<file path="src/rtl/cda_pkg.sv">
`timescale 1ns / 1ps
// ----------------------------------------------------------------------------
// cda_pkg: types, constants and control store for the calendar date unit
// Microcode program, control word layout, status codes and calendar helpers.
// ----------------------------------------------------------------------------
package cda_pkg;

	localparam int PC_W = 5;

	localparam logic [1:0] ST_OK  = 2'd0;
	localparam logic [1:0] ST_BAD = 2'd1;
	localparam logic [1:0] ST_OVF = 2'd2;

	localparam logic CFG_MIN_YEAR = 1'b0;
	localparam logic CFG_MAX_YEAR = 1'b1;

	localparam logic [13:0] MIN_YEAR_RST = 14'd1980;
	localparam logic [13:0] MAX_YEAR_RST = 14'd9999;

	localparam logic [2:0]  RED_STEPS   = 3'd5;
	localparam logic [8:0]  ERA_YEARS   = 9'd400;
	localparam logic [21:0] DAYS_PER_ERA = 22'd146097;

	typedef enum logic [3:0] {
		A_NOP,
		A_RED,
		A_CINIT,
		A_MSTEP,
		A_YSTEP,
		A_ERA,
		A_MFIRST,
		A_AYEAR,
		A_AMON,
		A_SETD,
		A_ADDD,
		A_FOK,
		A_FBAD,
		A_FOVF
	} act_t;

	typedef enum logic [3:0] {
		C_NEVER,
		C_ALWAYS,
		C_K_NZ,
		C_START_BAD,
		C_OP_ADD,
		C_TGT_BAD,
		C_NOT_LATER,
		C_YM_EQ,
		C_JAN_BEFORE,
		C_ERA_OK,
		C_Y_EQ,
		C_FITS,
		C_YEAR_FITS,
		C_MON_FITS,
		C_OVF
	} cond_t;

	typedef struct packed {
		act_t            act;
		cond_t           cond;
		logic [PC_W-1:0] tgt;
	} ctrl_t;

	// program addresses
	localparam logic [PC_W-1:0] PC_RED      = 5'd0;
	localparam logic [PC_W-1:0] PC_CNT_LOOP = 5'd6;
	localparam logic [PC_W-1:0] PC_YR_LOOP  = 5'd9;
	localparam logic [PC_W-1:0] PC_YSTEP    = 5'd11;
	localparam logic [PC_W-1:0] PC_ERA      = 5'd12;
	localparam logic [PC_W-1:0] PC_ADD      = 5'd13;
	localparam logic [PC_W-1:0] PC_ADD_LOOP = 5'd15;
	localparam logic [PC_W-1:0] PC_AYEAR    = 5'd18;
	localparam logic [PC_W-1:0] PC_AMON     = 5'd19;
	localparam logic [PC_W-1:0] PC_ADDD     = 5'd20;
	localparam logic [PC_W-1:0] PC_ADD_END  = 5'd21;
	localparam logic [PC_W-1:0] PC_FOK      = 5'd22;
	localparam logic [PC_W-1:0] PC_FBAD     = 5'd23;
	localparam logic [PC_W-1:0] PC_FOVF     = 5'd24;

	function automatic ctrl_t ucode(input logic [PC_W-1:0] pc);
		ctrl_t w;
		case (pc)
			5'd0:  w = '{A_RED,    C_K_NZ,       PC_RED};
			5'd1:  w = '{A_NOP,    C_START_BAD,  PC_FBAD};
			5'd2:  w = '{A_NOP,    C_OP_ADD,     PC_ADD};
			5'd3:  w = '{A_NOP,    C_TGT_BAD,    PC_FBAD};
			5'd4:  w = '{A_NOP,    C_NOT_LATER,  PC_FOK};
			5'd5:  w = '{A_CINIT,  C_NEVER,      PC_RED};
			5'd6:  w = '{A_NOP,    C_YM_EQ,      PC_FOK};
			5'd7:  w = '{A_NOP,    C_JAN_BEFORE, PC_YR_LOOP};
			5'd8:  w = '{A_MSTEP,  C_ALWAYS,     PC_CNT_LOOP};
			5'd9:  w = '{A_NOP,    C_ERA_OK,     PC_ERA};
			5'd10: w = '{A_NOP,    C_Y_EQ,       PC_CNT_LOOP};
			5'd11: w = '{A_YSTEP,  C_ALWAYS,     PC_YR_LOOP};
			5'd12: w = '{A_ERA,    C_ALWAYS,     PC_YR_LOOP};
			5'd13: w = '{A_NOP,    C_FITS,       PC_ADDD};
			5'd14: w = '{A_MFIRST, C_NEVER,      PC_RED};
			5'd15: w = '{A_NOP,    C_YEAR_FITS,  PC_AYEAR};
			5'd16: w = '{A_NOP,    C_MON_FITS,   PC_AMON};
			5'd17: w = '{A_SETD,   C_ALWAYS,     PC_ADD_END};
			5'd18: w = '{A_AYEAR,  C_ALWAYS,     PC_ADD_LOOP};
			5'd19: w = '{A_AMON,   C_ALWAYS,     PC_ADD_LOOP};
			5'd20: w = '{A_ADDD,   C_NEVER,      PC_RED};
			5'd21: w = '{A_NOP,    C_OVF,        PC_FOVF};
			5'd22: w = '{A_FOK,    C_NEVER,      PC_RED};
			5'd23: w = '{A_FBAD,   C_NEVER,      PC_RED};
			5'd24: w = '{A_FOVF,   C_NEVER,      PC_RED};
			default: w = '{A_FBAD, C_NEVER,      PC_RED};
		endcase
		return w;
	endfunction

	// leap test on the year taken modulo 400
	function automatic logic leap400(input logic [8:0] r);
		return (r[1:0] == 2'd0) && (r != 9'd100) && (r != 9'd200) && (r != 9'd300);
	endfunction

	function automatic logic [4:0] month_len(input logic [3:0] m, input logic leap);
		logic [4:0] n;
		case (m) inside
			4'd2:                     n = leap ? 5'd29 : 5'd28;
			4'd4, 4'd6, 4'd9, 4'd11: n = 5'd30;
			default:                  n = 5'd31;
		endcase
		return n;
	endfunction

	// subtrahends for the restoring mod-400 reduction, 400 << k
	function automatic logic [13:0] red_const(input logic [2:0] k);
		return 14'({5'd0, ERA_YEARS} << k);
	endfunction

endpackage

</file>
<file path="src/rtl/calendar_date_add_and_difference.sv">
// run time is set by the microcode loops: a bad start date or a bad target ends early; add
// steps whole years and months, up to about 180 years; count steps eras of 400 years, then
// single years and months
// throughput: one item at a time; a new item is taken once the previous result sits
// in the output register
// reset: asynchronous, clears the sequencer and output valid, restores year limits
`timescale 1ns / 1ps
// ----------------------------------------------------------------------------
// calendar_date_add_and_difference: Gregorian date add and day count
// Microcoded sequencer stepping a start date by eras, years and months.
// ----------------------------------------------------------------------------
module calendar_date_add_and_difference (
	input  logic                 clk,
	input  logic                 arst_n,
	input  logic                 in_valid,
	output logic                 in_ready,
	input  logic                 op,
	input  logic [4:0]           day,
	input  logic [3:0]           month,
	input  logic [13:0]          year,
	input  logic [15:0]          addend,
	input  logic [4:0]           target_day,
	input  logic [3:0]           target_month,
	input  logic [13:0]          target_year,
	output logic                 out_valid,
	input  logic                 out_ready,
	output logic [4:0]           out_day,
	output logic [3:0]           out_month,
	output logic [13:0]          out_year,
	output logic [21:0]          day_count,
	output logic [1:0]           status,
	input  logic                 cfg_we,
	input  logic                 cfg_index,
	input  logic [13:0]          cfg_data
);
	import cda_pkg::*;

	logic                busy_q;
	logic [PC_W-1:0]     upc_q;
	logic                out_valid_q;
	logic [13:0]         min_q, max_q;

	logic                op_q;
	logic [4:0]          sd_q;
	logic [3:0]          sm_q;
	logic [13:0]         sy_q;
	logic [4:0]          d_q;
	logic [3:0]          m_q;
	logic [14:0]         cy_q;
	logic [13:0]         ym_q, tym_q;
	logic [15:0]         r_q;
	logic [4:0]          td_q;
	logic [3:0]          tm_q;
	logic [13:0]         ty_q;
	logic [21:0]         cnt_q;
	logic [2:0]          k_q;

	logic [4:0]          od_q;
	logic [3:0]          om_q;
	logic [13:0]         oy_q;
	logic [21:0]         ocnt_q;
	logic [1:0]          ost_q;

	ctrl_t               cw;
	logic                cond_hit, is_fin, fin_go, accept;
	logic                leap_cur, leap_tgt;
	logic [4:0]          ml_cur, ml_tgt;
	logic [8:0]          ylen;
	logic                start_ok, tgt_ok;
	logic [3:0]          m_adv;
	logic [14:0]         cy_adv;
	logic [13:0]         ym_inc, ym_adv;
	logic [13:0]         rc;

	assign accept   = in_valid && in_ready;
	assign in_ready = !busy_q;
	assign cw       = ucode(upc_q);

	assign leap_cur = leap400(ym_q[8:0]);
	assign leap_tgt = leap400(tym_q[8:0]);
	assign ml_cur   = month_len(m_q, leap_cur);
	assign ml_tgt   = month_len(tm_q, leap_tgt);
	assign ylen     = leap_cur ? 9'd366 : 9'd365;
	assign rc       = red_const(k_q);

	assign start_ok = (sm_q >= 4'd1) && (sm_q <= 4'd12) && (sd_q >= 5'd1) && (sd_q <= ml_cur)
		&& (sy_q >= min_q) && (sy_q <= max_q);
	assign tgt_ok   = (tm_q >= 4'd1) && (tm_q <= 4'd12) && (td_q >= 5'd1) && (td_q <= ml_tgt)
		&& (ty_q >= min_q) && (ty_q <= max_q);

	// next month, rolling the year and its mod-400 residue
	assign ym_inc = (ym_q[8:0] == ERA_YEARS - 9'd1) ? 14'd0 : ym_q + 14'd1;
	always_comb begin
		if (m_q == 4'd12) begin
			m_adv  = 4'd1;
			cy_adv = cy_q + 15'd1;
			ym_adv = ym_inc;
		end else begin
			m_adv  = m_q + 4'd1;
			cy_adv = cy_q;
			ym_adv = ym_q;
		end
	end

	always_comb begin
		unique case (cw.cond)
			C_NEVER:      cond_hit = 1'b0;
			C_ALWAYS:     cond_hit = 1'b1;
			C_K_NZ:       cond_hit = (k_q != 3'd0);
			C_START_BAD:  cond_hit = !start_ok;
			C_OP_ADD:     cond_hit = !op_q;
			C_TGT_BAD:    cond_hit = !tgt_ok;
			C_NOT_LATER:  cond_hit = ({ty_q, tm_q, td_q} <= {sy_q, sm_q, sd_q});
			C_YM_EQ:      cond_hit = (cy_q == {1'b0, ty_q}) && (m_q == tm_q);
			C_JAN_BEFORE: cond_hit = (m_q == 4'd1) && (cy_q != {1'b0, ty_q});
			C_ERA_OK:     cond_hit = ({2'b0, ty_q} >= ({1'b0, cy_q} + {7'd0, ERA_YEARS}));
			C_Y_EQ:       cond_hit = (cy_q == {1'b0, ty_q});
			C_FITS:       cond_hit = (({12'd0, d_q} + {1'b0, r_q}) <= {12'd0, ml_cur});
			C_YEAR_FITS:  cond_hit = (m_q == 4'd1) && (r_q >= {7'd0, ylen});
			C_MON_FITS:   cond_hit = (r_q >= {11'd0, ml_cur});
			C_OVF:        cond_hit = (cy_q > {1'b0, max_q});
			default:      cond_hit = 1'b0;
		endcase
	end

	assign is_fin = (cw.act == A_FOK) || (cw.act == A_FBAD) || (cw.act == A_FOVF);
	assign fin_go = busy_q && is_fin && (!out_valid_q || out_ready);

	// control
	always_ff @(posedge clk or negedge arst_n) begin
		if (!arst_n) begin
			busy_q      <= 1'b0;
			upc_q       <= PC_RED;
			out_valid_q <= 1'b0;
			min_q       <= MIN_YEAR_RST;
			max_q       <= MAX_YEAR_RST;
		end else begin
			if (cfg_we) begin
				if (cfg_index == CFG_MIN_YEAR) min_q <= cfg_data;
				else max_q <= cfg_data;
			end
			if (accept) begin
				busy_q <= 1'b1;
				upc_q  <= PC_RED;
			end else if (busy_q) begin
				if (is_fin) begin
					if (fin_go) busy_q <= 1'b0;
				end else begin
					upc_q <= cond_hit ? cw.tgt : upc_q + 5'd1;
				end
			end
			if (fin_go) out_valid_q <= 1'b1;
			else if (out_ready) out_valid_q <= 1'b0;
		end
	end

	// datapath
	always_ff @(posedge clk) begin
		if (accept) begin
			op_q  <= op;
			sd_q  <= day;
			sm_q  <= month;
			sy_q  <= year;
			d_q   <= day;
			m_q   <= month;
			cy_q  <= {1'b0, year};
			ym_q  <= year;
			r_q   <= addend;
			td_q  <= target_day;
			tm_q  <= target_month;
			ty_q  <= target_year;
			tym_q <= target_year;
			cnt_q <= '0;
			k_q   <= RED_STEPS;
		end else if (busy_q) begin
			case (cw.act)
				A_RED: begin
					if (ym_q >= rc) ym_q <= ym_q - rc;
					if (tym_q >= rc) tym_q <= tym_q - rc;
					k_q <= k_q - 3'd1;
				end
				A_CINIT: cnt_q <= {17'd0, td_q} - {17'd0, d_q};
				A_MSTEP: begin
					cnt_q <= cnt_q + {17'd0, ml_cur};
					m_q   <= m_adv;
					cy_q  <= cy_adv;
					ym_q  <= ym_adv;
				end
				A_YSTEP: begin
					cnt_q <= cnt_q + {13'd0, ylen};
					cy_q  <= cy_q + 15'd1;
					ym_q  <= ym_inc;
				end
				A_ERA: begin
					cnt_q <= cnt_q + DAYS_PER_ERA;
					cy_q  <= cy_q + {6'd0, ERA_YEARS};
				end
				A_MFIRST: begin
					r_q  <= 16'(({1'b0, r_q} + {12'd0, d_q}) - {12'd0, ml_cur} - 17'd1);
					d_q  <= 5'd1;
					m_q  <= m_adv;
					cy_q <= cy_adv;
					ym_q <= ym_adv;
				end
				A_AYEAR: begin
					r_q  <= r_q - {7'd0, ylen};
					cy_q <= cy_q + 15'd1;
					ym_q <= ym_inc;
				end
				A_AMON: begin
					r_q  <= r_q - {11'd0, ml_cur};
					m_q  <= m_adv;
					cy_q <= cy_adv;
					ym_q <= ym_adv;
				end
				A_SETD: d_q <= r_q[4:0] + 5'd1;
				A_ADDD: d_q <= d_q + r_q[4:0];
				default: ;
			endcase
		end
		if (fin_go) begin
			if (cw.act == A_FOK && !op_q) begin
				od_q <= d_q;
				om_q <= m_q;
				oy_q <= cy_q[13:0];
			end else begin
				od_q <= sd_q;
				om_q <= sm_q;
				oy_q <= sy_q;
			end
			ocnt_q <= (cw.act == A_FOK) ? cnt_q : '0;
			case (cw.act)
				A_FBAD:  ost_q <= ST_BAD;
				A_FOVF:  ost_q <= ST_OVF;
				default: ost_q <= ST_OK;
			endcase
		end
	end

	assign out_valid = out_valid_q;
	assign out_day   = od_q;
	assign out_month = om_q;
	assign out_year  = oy_q;
	assign day_count = ocnt_q;
	assign status    = ost_q;

	a_start: assert property (@(posedge clk) disable iff (!arst_n)
		accept |=> (busy_q && upc_q == PC_RED))
		else $error("accepted item did not start the program");

	a_reduced: assert property (@(posedge clk) disable iff (!arst_n)
		(busy_q && upc_q == 5'd1) |-> (ym_q < 14'd400 && tym_q < 14'd400))
		else $error("year residue not reduced below 400");

	a_status: assert property (@(posedge clk) disable iff (!arst_n)
		out_valid |-> (status == ST_OK || status == ST_BAD || status == ST_OVF))
		else $error("undefined status code");

	a_count_zero: assert property (@(posedge clk) disable iff (!arst_n)
		(out_valid && status != ST_OK) |-> (day_count == 22'd0))
		else $error("nonzero day count on failed item");

	a_no_stall_busy: assert property (@(posedge clk) disable iff (!arst_n)
		fin_go |=> (!busy_q && out_valid))
		else $error("result transfer did not free the sequencer");

endmodule

</file>
<file path="config.mk">
export PLATFORM = sky130hd
export DESIGN_NAME = calendar_date_add_and_difference
export DESIGN_NICKNAME = d
export VERILOG_FILES = /design/src/rtl/cda_pkg.sv /design/src/rtl/calendar_date_add_and_difference.sv
export SDC_FILE = /design/constraint.sdc
export NUM_CORES = 1
export LEC_CHECK = 0
export BUFFER_PORTS_ARGS = -buffer_cell sky130_fd_sc_hd__buf_2
export CELL_PAD_IN_SITES_DETAIL_PLACEMENT = 1
export CELL_PAD_IN_SITES_GLOBAL_PLACEMENT = 2
export CORE_MARGIN = 2
export CORE_UTILIZATION = 40
export CTS_BUF_LIST = sky130_fd_sc_hd__clkbuf_8
export DETAILED_ROUTE_END_ITERATION = 12
export HOLD_SLACK_MARGIN = 0.02
export MAX_ROUTING_LAYER = met4
export PLACE_DENSITY_LB_ADDON = 0.1
export SLEW_MARGIN = 20
export SYNTH_ARGS = -nofsm -noshare
export SYNTH_HDL_FRONTEND = slang
export SYNTH_SLANG_ARGS = --single-unit
</file>
<file path="constraint.sdc">
create_clock -name clk -period 5.3 [get_ports clk]
set_clock_uncertainty 0.15 [all_clocks]
set_input_delay 0.53 -clock clk [delete_from_list [all_inputs] [get_ports clk]]
set_output_delay 0.53 -clock clk [all_outputs]
set_load 0.01 [all_outputs]
</file>
# [After elaboration in Yosys (flattened, before gate mapping)]
# Memories as Yosys holds them, arrays and structs flattened.
# Cells that the tools add are included.
[word_totals] word_cells=230 mem_bits_ro=416 register_bits=222 n_memories=1
[classes] shifts=1 add_sub_neg=20 mux=47 magnitude_cmp=20 bitwise_logic=1 n_reduce_logical=61 n_eq_ne=53
[memory_table] memory="(no name shown)" depth=32 word_bits=13 rd=1 rd_ports_with_merged_regs=0 wr=0 line="cda_pkg.sv:83" source="case (pc)"
[ops] op="$mux 14" n=12
[ops] op="$pmux 22 s4" n=1
[ops] op="$eq 4x4->1 const B" n=18
[ops] op="$ge 14x14->1" n=4
[ops] op="$eq 4x3->1 const B" n=12
[ops] op="$pmux 16 s3" n=1
[ops] op="$pmux 15 s3" n=1
[ops] op="$pmux 14 s3" n=1
[ops] op="$mux 5" n=7
[ops] op="$mux 16" n=2
[ops] op="$sub 16x5->16" n=2
[ops] op="$le 14x14->1" n=2
[ops] op="$sub 14x14->14" n=2
[ops] op="$eq 4x2->1 const B" n=6
[ops] op="$le 23x23->1" n=1
[ops] op="$logic_and 1x1->1" n=23
[ops] op="$add 22x18->22 const B" n=1
[ops] op="$add 22x5->22" n=1
[ops] op="$add 22x9->22" n=1
[ops] op="$mux 4" n=5
[ops] op="$reduce_bool 4->1" n=5
[ops] op="$ne 9x7->1 const B" n=2
[ops] op="$ne 9x8->1 const B" n=2
[ops] op="$ne 9x9->1 const B" n=2
[ops] op="48 further kinds" n=89

# [Longest topological paths before layout]
# Gate-level depths: netlist (run 1).
[depth] word_depth=16 mapped_depth=20 ltp_nobuf=19

# [Worst setup path after synthesis (run 1)]
# OpenSTA, ideal clock, no wires.
[synth_timing] path_kind="register to register" startpoint="register upc_q[0]" endpoint="register ocnt_q[0], in the netlist day_count[0], enable pin" setup_time_ns=0.469 stages_incl_launch_ff=10 arrival_ns=4.256 synth_period_minus_slack_ns=4.875 setup_slack_ns=0.425 t_required_ns=4.681 path_cell_list="dfrtp_1 > inv_1 > ha_1 > nand2b_1 > a21oi_1 > o21bai_2 > nand2_1 > nor2_1 > o21ai_0 > a21oi_1"
[synth_via] elab_chain_cells=6 word_cells_on_any_way=8 cone_classes="eq/ne (3); reduce/logical (4); memory (1)"
[synth_lines] item="start, declared" line="calendar_date_add_and_difference.sv:39" source="logic [PC_W-1:0] upc_q;"
[synth_lines] item="start signal, assigned" line="calendar_date_add_and_difference.sv:149" source="upc_q <= cond_hit ? cw.tgt : upc_q + 5'd1;"
[synth_lines] item="$mem_v2 32x13 (*)"
[synth_lines] item="$eq 4x4->1" line="calendar_date_add_and_difference.sv:126" source="assign is_fin = (cw.act == A_FOK) || (cw.act == A_FBAD) || (cw.act == A_FOVF);"
[synth_lines] item="$logic_or 1x1->1" line="calendar_date_add_and_difference.sv:126"
[synth_lines] item="$logic_or 1x1->1 (*)" line="calendar_date_add_and_difference.sv:126"
[synth_lines] item="$logic_and 1x1->1 (*) (2 in series)" line="calendar_date_add_and_difference.sv:127" source="assign fin_go = busy_q && is_fin && (!out_valid_q || out_ready);"
[synth_lines] item="named net fin_go" line="calendar_date_add_and_difference.sv:65" source="logic cond_hit, is_fin, fin_go, accept;"
[synth_lines] item="end signal, assigned" line="calendar_date_add_and_difference.sv:231" source="ocnt_q <= (cw.act == A_FOK) ? cnt_q : '0;"
[synth_lines] item="end, declared" line="calendar_date_add_and_difference.sv:61" source="logic [21:0] ocnt_q;"
# The timed path passes the listed nets; every way through them passes the cells marked *.
# A chain may end at the register's enable or synchronous reset.

# [Worst setup path in the final report (run 1)]
[layout_timing] startpoint="register upc_q[0]" endpoint="register cnt_q[19]"
[layout_via] elab_chain_cells=4 word_cells_on_any_way=8 cone_classes="eq/ne (4); mux (1); reduce/logical (2); memory (1)"
[layout_lines] item="$mem_v2 32x13 (*)"
[layout_lines] item="$eq 4x3->1 / $eq 4x2->1 (equally long branches)" line="calendar_date_add_and_difference.sv:176" source="case (cw.act)"
[layout_lines] item="$reduce_bool 4->1 (no source line)"
[layout_lines] item="$reduce_and 2->1 (no source line)"
[layout_lines] item="end signal, assigned" line="calendar_date_add_and_difference.sv:182" source="A_CINIT: cnt_q <= {17'd0, td_q} - {17'd0, d_q};"
[layout_lines] item="end signal, assigned" line="calendar_date_add_and_difference.sv:184" source="cnt_q <= cnt_q + {17'd0, ml_cur};"
[layout_lines] item="end signal, assigned" line="calendar_date_add_and_difference.sv:190" source="cnt_q <= cnt_q + {13'd0, ylen};"
[layout_lines] item="end, declared" line="calendar_date_add_and_difference.sv:55" source="logic [21:0] cnt_q;"
# Mark *: on every way between the ends. The rest lies on a longest branch, timed or not.

==> metrics.md, run 1 <==
| Metric | Value |
|---|---|
| Status | `complete, no violations` |
| HP Start | `addend[12]` |
| Part of the power in registers | `27.0%` |
| Leak | `0.008064 uW` |
| Nets | `2308` |
| CTS max path bufs | `3` |
| First-pass GRT wire length | `89.49 mm` |
| Commonest non-fill, non-tap cell in the layout | `ha_1` |
| Total track usage | `26.90%` |
| Num rows | `75` |
| Mapped Cells | `1849` |
| Worst Path Max Fanout | `8` |
| Met2 WL | `26.98 mm` |
| Yosys warning count | `0` |
| Min Clock Period, post-route | `4810 ps` |
| Die width | `210.1 um` |
| Cells on worst reg2reg path | `18` |
| Max Cap Violations | `0` |
| Final hold vios | `0` |
| Endpoint class of the critical path | `flop` |
| WHS Endpoint | `r_q[12]` |
| GP Congestion | `0.8769` |
| Die height | `210.1 um` |
| DR WL/cell | `21.94 um` |
| Clock-pin slew on the worst setup and hold paths | `70 ps` |
| Setup bufs post-CTS | `0` |
| Pin count of the biggest net entering global routing | `55` |
| Sw frac | `47.18%` |
| Register area share after synthesis | `36.81%` |
| Clock root cell | `clkbuf_8` |
| Core area | `41950 sq um` |
| Vias in the first global route | `15490` |
| TritonCTS buffer count | `43` |
| Critical path class | `flop to flop` |
| Highest metal used | `met4` |
| Final worst-path cycle share | `90.76%` |
| CTS tree | `done` |
| CP startpoint kind | `flop` |
| Peak supply drop | `0.2601 mV` |
| Seq cells post-synth | `222` |
| Remaining DRCs | `0` |
| Top cell type by total area after synthesis | `edfxtp_1` |
| Grt total ovfl | `0` |
| Core Util, Final | `46.99%` |
| Required time of the critical path | `5650 ps` |
| Proportion of power drawn by the clock network | `14.3%` |
| Layout cells sized above 1 | `14.29%` |
| Initial Util | `40.49%` |
| Reg2reg end | `cnt_q[19]` |
| Vias | `14890` |
| Max-Slew Margin vs Limit | `38.43%` |
| # setup viols final | `0` |
| Boundary pin count | `132` |
| Commonest cells after routing, fill and taps aside | `186 x ha_1, 177 x nand2_1, 161 x edfxtp_1` |
| Reg-to-Reg Start | `upc_q[0]` |
| Internal power | `7006 uW` |
| DR iter-0 viols | `932` |
| Top-area cell type share of the netlist area | `28.47%` |
| Syn Std Cell Area | `16980 sq um` |
| Clock sinks | `222` |
| HPWL after detailed placement | `44.09 mm` |
| Post-synth EDFFs | `161` |
| Net count after synthesis | `2125` |
| Vias per std cell | `5.718` |
| Setup_tns | `0 ps` |
| Syn avg cell area | `9.185 sq um` |
| WL met3 | `2.130 mm` |
| Net Switching | `6259 uW` |
| Port Buffer Count | `131` |
| Slew Viols, Final | `0` |
| Reg2reg setup slack | `490 ps` |
| FFs w/ async S/R, synth | `15.77%` |
| Pwr dens | `673.0 nW/um^2` |
| Arr. time, crit path | `5160 ps` |
| Synth Flop Type | `edfxtp_1` |
| H-tree depth | `2` |
| Critical Path Start | `upc_q[0]` |
| Highest clock rate | `207.9 MHz` |
| Initial antenna violation count | `2` |
| Transition time of the tightest slew-check pin | `920.3 ps` |
| M1 WL | `26.20 mm` |
| Hold depth | `3` |
| Synth top area cells | `edfxtp_1 28%, ha_1 14%, o21ai_0 4.0%` |
| Die Area | `44120 sq um` |
| Routed WL | `57.12 mm` |
| Skew-Pair Late Insertion Delay | `630 ps` |
| Netlist cell types | `98` |
| RSZ-0062 raised after global routing | `no` |
| Part of the power in combinational logic | `58.7%` |
| Drt pass-1 iters | `5` |
| Post-route ant nets | `0` |
| Worst Hold Class | `primary input to flop` |
| Area grow syn2layout | `16.06%` |
power by group through the flow:
| stage | combinational (uW) | sequential [uW] | clock, uW |
|---|---|---|---|
| 2_1_floorplan | 5950 | 3190 | 0 |
| 3_3_place_gp | 7530 | 3590 | 0 |
| 3_5_place_dp | 7730 | 3610 | 0 |
| 4_1_cts | 7820 | 3580 | 1960 |
| 5_1_grt | 8740 | 3680 | 2020 |
| 6_report | 7790 | 3580 | 1900 |
worst max path at each step:
| stage | to | slack, ps | depth (start not counted) |
|---|---|---|---|
| after CTS | cnt_q[21] | 270 | 18 |
| after detailed placement | cnt_q[21] | 280 | 18 |
| after floorplan | day_count[0] | 430 | 9 |
| after global placement | cnt_q[21] | 400 | 18 |
| final | cnt_q[19] | 490 | 18 |
| after global routing | cnt_q[19] | 2 | 18 |
cell usage after synthesis, types with 28 or more instances:
cell type  number
ha_1          186
nand2_1       178
edfxtp_1      161
o21ai_0       137
a21oi_1       127
nor2_1        124
inv_1         114
clkbuf_1       61
nor3_1         59
xnor2_1        58
nand3_1        46
xor2_1         33
and2_1         32
a21o_1         28
state kept, by name (all words and copies together) (netlist names), 15 cells and up:
signal and flops:
cnt_q 22, day_count 22, cy_q 15, r_q 16
per-stage QoR:
stage	instances	instance area, sq um	worst slack, ps	total power, uW	hold slack, ps
2_1_floorplan	1849	16980	425.0	9143	84.41
3_3_place_gp	2463	18150	401.2	11120	343.8
3_5_place_dp	2463	18150	280.6	11330	349.4
4_1_cts	2603	19700	265.9	13350	29.43
5_1_grt	2604	19710	1.905	14440	59.07
6_report	2604	19710	490.0	13270	70.91
cell families after synthesis:
family | synth area share (%)
xor+xnor | 4.693
fa+ha+maj | 14.53
buf+inv | 5.150
compound gates | 19.83
simple gates | 17.11
flops | 36.81
mux | 1.886
what timing repair did:
item                       4_1_cts  5_1_grt
resized for setup                0        3
hold buffers                    63        0
hold endpoints to repair        93        0
setup endpoints to repair        0        5
routing by layer:
metal / up-vias / global-route usage (%)
met1: 7317 / 34.28
met2: 283 / 44.25
met5: - / -
met4: 0 / 9.293
li1: 7188 / -
met3: 102 / 3.412
layout make-up:
class                   count  area [sq um]
inverters                 115         434.2
clock buffers              48         660.6
fillers                  4862         22240
multi-input cells        1423          9894
diodes                      1         2.502
flip-flops and latches    222          6251
repair buffers            227          1534
clock inverters            29         259.0
well taps                 539         674.4
critical path, stage by stage (launching register included):
cell       delay (ps)
dfrtp_1           480
inv_1             140
ha_1              310
mux2_2            290
a22oi_1           290
o21ba_2           280
nand2_1           130
nor2_1            290
inv_1              80
ha_1              220
or3_1             430
nor2_1            100
o21ai_0           130
a2111oi_1         560
o31ai_2           170
nor3_1            230
or3_1             170
a21oi_1            70
o22ai_1           180
Note: power is estimated with default switching activity, not from simulation.
==> run 2: changes to the inputs <==
--- a/config.mk
+++ b/config.mk
@@ -15,6 +15,7 @@
 export HOLD_SLACK_MARGIN = 0.02
 export MAX_ROUTING_LAYER = met4
 export PLACE_DENSITY_LB_ADDON = 0.1
+export RECOVER_POWER = 100
 export SLEW_MARGIN = 20
 export SYNTH_ARGS = -nofsm -noshare
 export SYNTH_HDL_FRONTEND = slang
==> run 2 against run 1 <==
  * The run now ends with capacitance limit, slew limit left
  * Die area did not move
  * Critical path type unchanged
  * Critical endpoint is now cnt_q[20]
  * Routed wire length is 0.12% lower
  * Design area fell by 0.93%
  * Largest power group unchanged
  * Flip-flop and latch count stayed put
  * Register-to-register slack got worse by 80 ps
  * Global-route usage is the same
  * Fmax decreased by 1.7%
  * Cell count unchanged
  * First-iteration DRC count grew 4.6%
  * Utilization down 0.44 points
==> metrics.md, run 2 (same netlist as run 1, synthesis figures left out) <==
| Metric | Value |
|---|---|
| Proportion of power drawn by the clock network | `14.4% (was 14.3%)` |
| Met2 Usage GRT | `44.25% (unchanged)` |
| Max-Slew Margin vs Limit | `-37.99% (was 38.43%)` |
| GP Congestion | `0.8769 (unchanged)` |
| Dpl cells | `2463 (unchanged)` |
| Final hold vios | `0 (unchanged)` |
| Remaining DRCs | `0 (unchanged)` |
| Post-route insts no fill | `2604 (unchanged)` |
| Clock sinks | `222 (unchanged)` |
| Core area | `41950 sq um (unchanged)` |
| Grt met3 use | `3.412% (unchanged)` |
| Grt total ovfl | `0 (unchanged)` |
| Arr. time, crit path | `5210 ps (was 5160 ps)` |
| Die height | `210.1 um (unchanged)` |
| Pin count of the biggest net entering global routing | `55 (unchanged)` |
| Clock-pin slew on the worst setup and hold paths | `70 ps (about the same)` |
| Num rows | `75 (unchanged)` |
| Critical path class | `flop to flop (unchanged)` |
| Internal power | `6926 uW (was 7006 uW)` |
| Sw frac | `47.46% (was 47.18%)` |
| Drt pass-1 iters | `5 (unchanged)` |
| Vias | `14930 (was 14890)` |
| Final worst-path cycle share | `92.35% (was 90.76%)` |
| Highest clock rate | `204.3 MHz (was 207.9 MHz)` |
| Slew Viols, Final | `116 (was 0)` |
| Part of the power in registers | `27.2% (was 27.0%)` |
| Post-route ant nets | `0 (unchanged)` |
| Vias in the first global route | `15490 (unchanged)` |
| Total track usage | `26.90% (unchanged)` |
| Peak supply drop | `0.2626 mV (was 0.2601 mV)` |
| Port Buffer Count | `131 (unchanged)` |
| Required time of the critical path | `5620 ps (was 5650 ps)` |
| DR iter-0 viols | `975 (was 932)` |
| Net Switching | `6256 uW (was 6259 uW)` |
| Commonest non-fill, non-tap cell in the layout | `ha_1 (unchanged)` |
| Clock root cell | `clkbuf_8 (unchanged)` |
| H-tree depth | `2 (unchanged)` |
| RSZ-0062 raised after global routing | `no (unchanged)` |
| Layout cells sized above 1 | `8.963% (was 14.29%)` |
| Die Area | `44120 sq um (unchanged)` |
| Leak | `0.007735 uW (was 0.008064 uW)` |
| Initial antenna violation count | `2 (unchanged)` |
| Max Cap Violations | `3 (was 0)` |
| Commonest cells after routing, fill and taps aside | `186 x ha_1, 178 x nand2_1, 161 x edfxtp_1 (was 186 x ha_1, 177 x nand2_1, 161 x edfxtp_1)` |
| # setup viols final | `0 (unchanged)` |
| Vias per std cell | `5.733 (was 5.718)` |
| DR WL/cell | `21.91 um (was 21.94 um)` |
| First-pass GRT wire length | `89.49 mm (unchanged)` |
| TritonCTS buffer count | `43 (unchanged)` |
| Nets | `2308 (unchanged)` |
| Pwr dens | `675.1 nW/um^2 (was 673.0 nW/um^2)` |
| CTS max path bufs | `3 (unchanged)` |
| Worst Path Max Fanout | `8 (unchanged)` |
| Skew-Pair Late Insertion Delay | `630 ps (about the same)` |
| Setup_tns | `0 ps (unchanged)` |
| CP startpoint kind | `flop (unchanged)` |
| HPWL after detailed placement | `44.09 mm (unchanged)` |
| Endpoint class of the critical path | `flop (unchanged)` |
| Worst Hold Class | `primary input to flop (unchanged)` |
| Min Clock Period, post-route | `4895 ps (was 4810 ps)` |
| Violated checks | `capacitance limit, slew limit` |
| Initial Util | `40.49% (unchanged)` |
| Transition time of the tightest slew-check pin | `2070 ps (was 920.3 ps)` |
| Status | `complete, but fails checks (was complete, no violations)` |
| Part of the power in combinational logic | `58.4% (was 58.7%)` |
| Area grow syn2layout | `14.98% (was 16.06%)` |
| CTS tree | `done (unchanged)` |
| Routed WL | `57.05 mm (was 57.12 mm)` |
| Layer with the highest usage | `met2 (unchanged)` |
| Met1 usage | `34.28% (unchanged)` |
| Boundary pin count | `132 (unchanged)` |
| Die width | `210.1 um (unchanged)` |
[run 2: cell count changes in the layout (fill, tap and decap cells not counted), sizes merged]
cell,change
buf,-107
clkbuf,+107
[run 2: area by class of cell]
class	count	area, sq um
Timing Repair Buffer	227	1368
Sequential cell	222	6251
Fill cell	4910	22420
Antenna cell	1	2.502
Clock buffer	48	660.6
Inverter	115	434.2
Clock inverter	29	259.0
Multi-Input combinational cell	1423	9877
Tap cell	539	674.4
[run 2: timing repair]
item,4_1_cts,5_1_grt
endpoints found under the setup margin,0,5
gates resized for setup,0,3
setup buffers,0,0
endpoints found under the hold margin,93,0
hold buffers,63,0
[run 2: per-layer routing]
layer	part of all wire (%)	wire length (um)
met4	3.0	1740
met3	4.0	2294
met2	47	27040
met5	0	0
met1	46	25980
[run 2: path summary, 6_finish.rpt]
path                       startpoint        end  slack [ps]  cells after the start
max                          upc_q[0]  cnt_q[20]         410                     19
min                        addend[12]    r_q[12]          70                      3
max reg2reg                  upc_q[0]  cnt_q[20]         410                     19
min reg2reg                 cnt_q[21]  cnt_q[21]         350                      2
max in group asynchronous      arst_n   min_q[0]        2880                      2
min in group asynchronous      arst_n  out_valid         910                      2
[run 2: critical path: stages, from the launching register on]
cell and delay [ps]:
dfrtp_1 490, inv_1 140, ha_1 310, mux2_2 290, a22oi_1 260, o21ba_2 280, nand2_1 130, nor2_1 170
o21bai_1 130, ha_1 210, fa_1 230, a21oi_1 70, o21bai_1 270, a21oi_1 130, o21ba_1 220, o31a_1 330
a211oi_1 470, a31oi_1 160, o21ai_0 210, a21oi_1 110
[run 2: through the flow]
step / hold slack [ps] / util (%) / cell area [sq um] / power (uW) / setup WS, ps
final: 70.83 / 46.55 / 19530 / 13180 / 405.3
after global routing: 59.07 / 46.55 / 19530 / 14350 / 26.41
after CTS: 29.43 / 46.96 / 19700 / 13350 / 265.9
after detailed placement: 349.4 / 43.26 / 18150 / 11330 / 280.6
after global placement: 343.8 / 43.26 / 18150 / 11120 / 401.2
after floorplan: 84.41 / - / 16980 / 9143 / 425.0
[run 2: power by group through the flow]
stage,Combinational (uW),Sequential [uW],Clock (uW)
after floorplan,5950,3190,0
after global placement,7530,3590,0
after detailed placement,7730,3610,0
after CTS,7820,3580,1960
after global routing,8640,3690,2020
final,7690,3590,1900
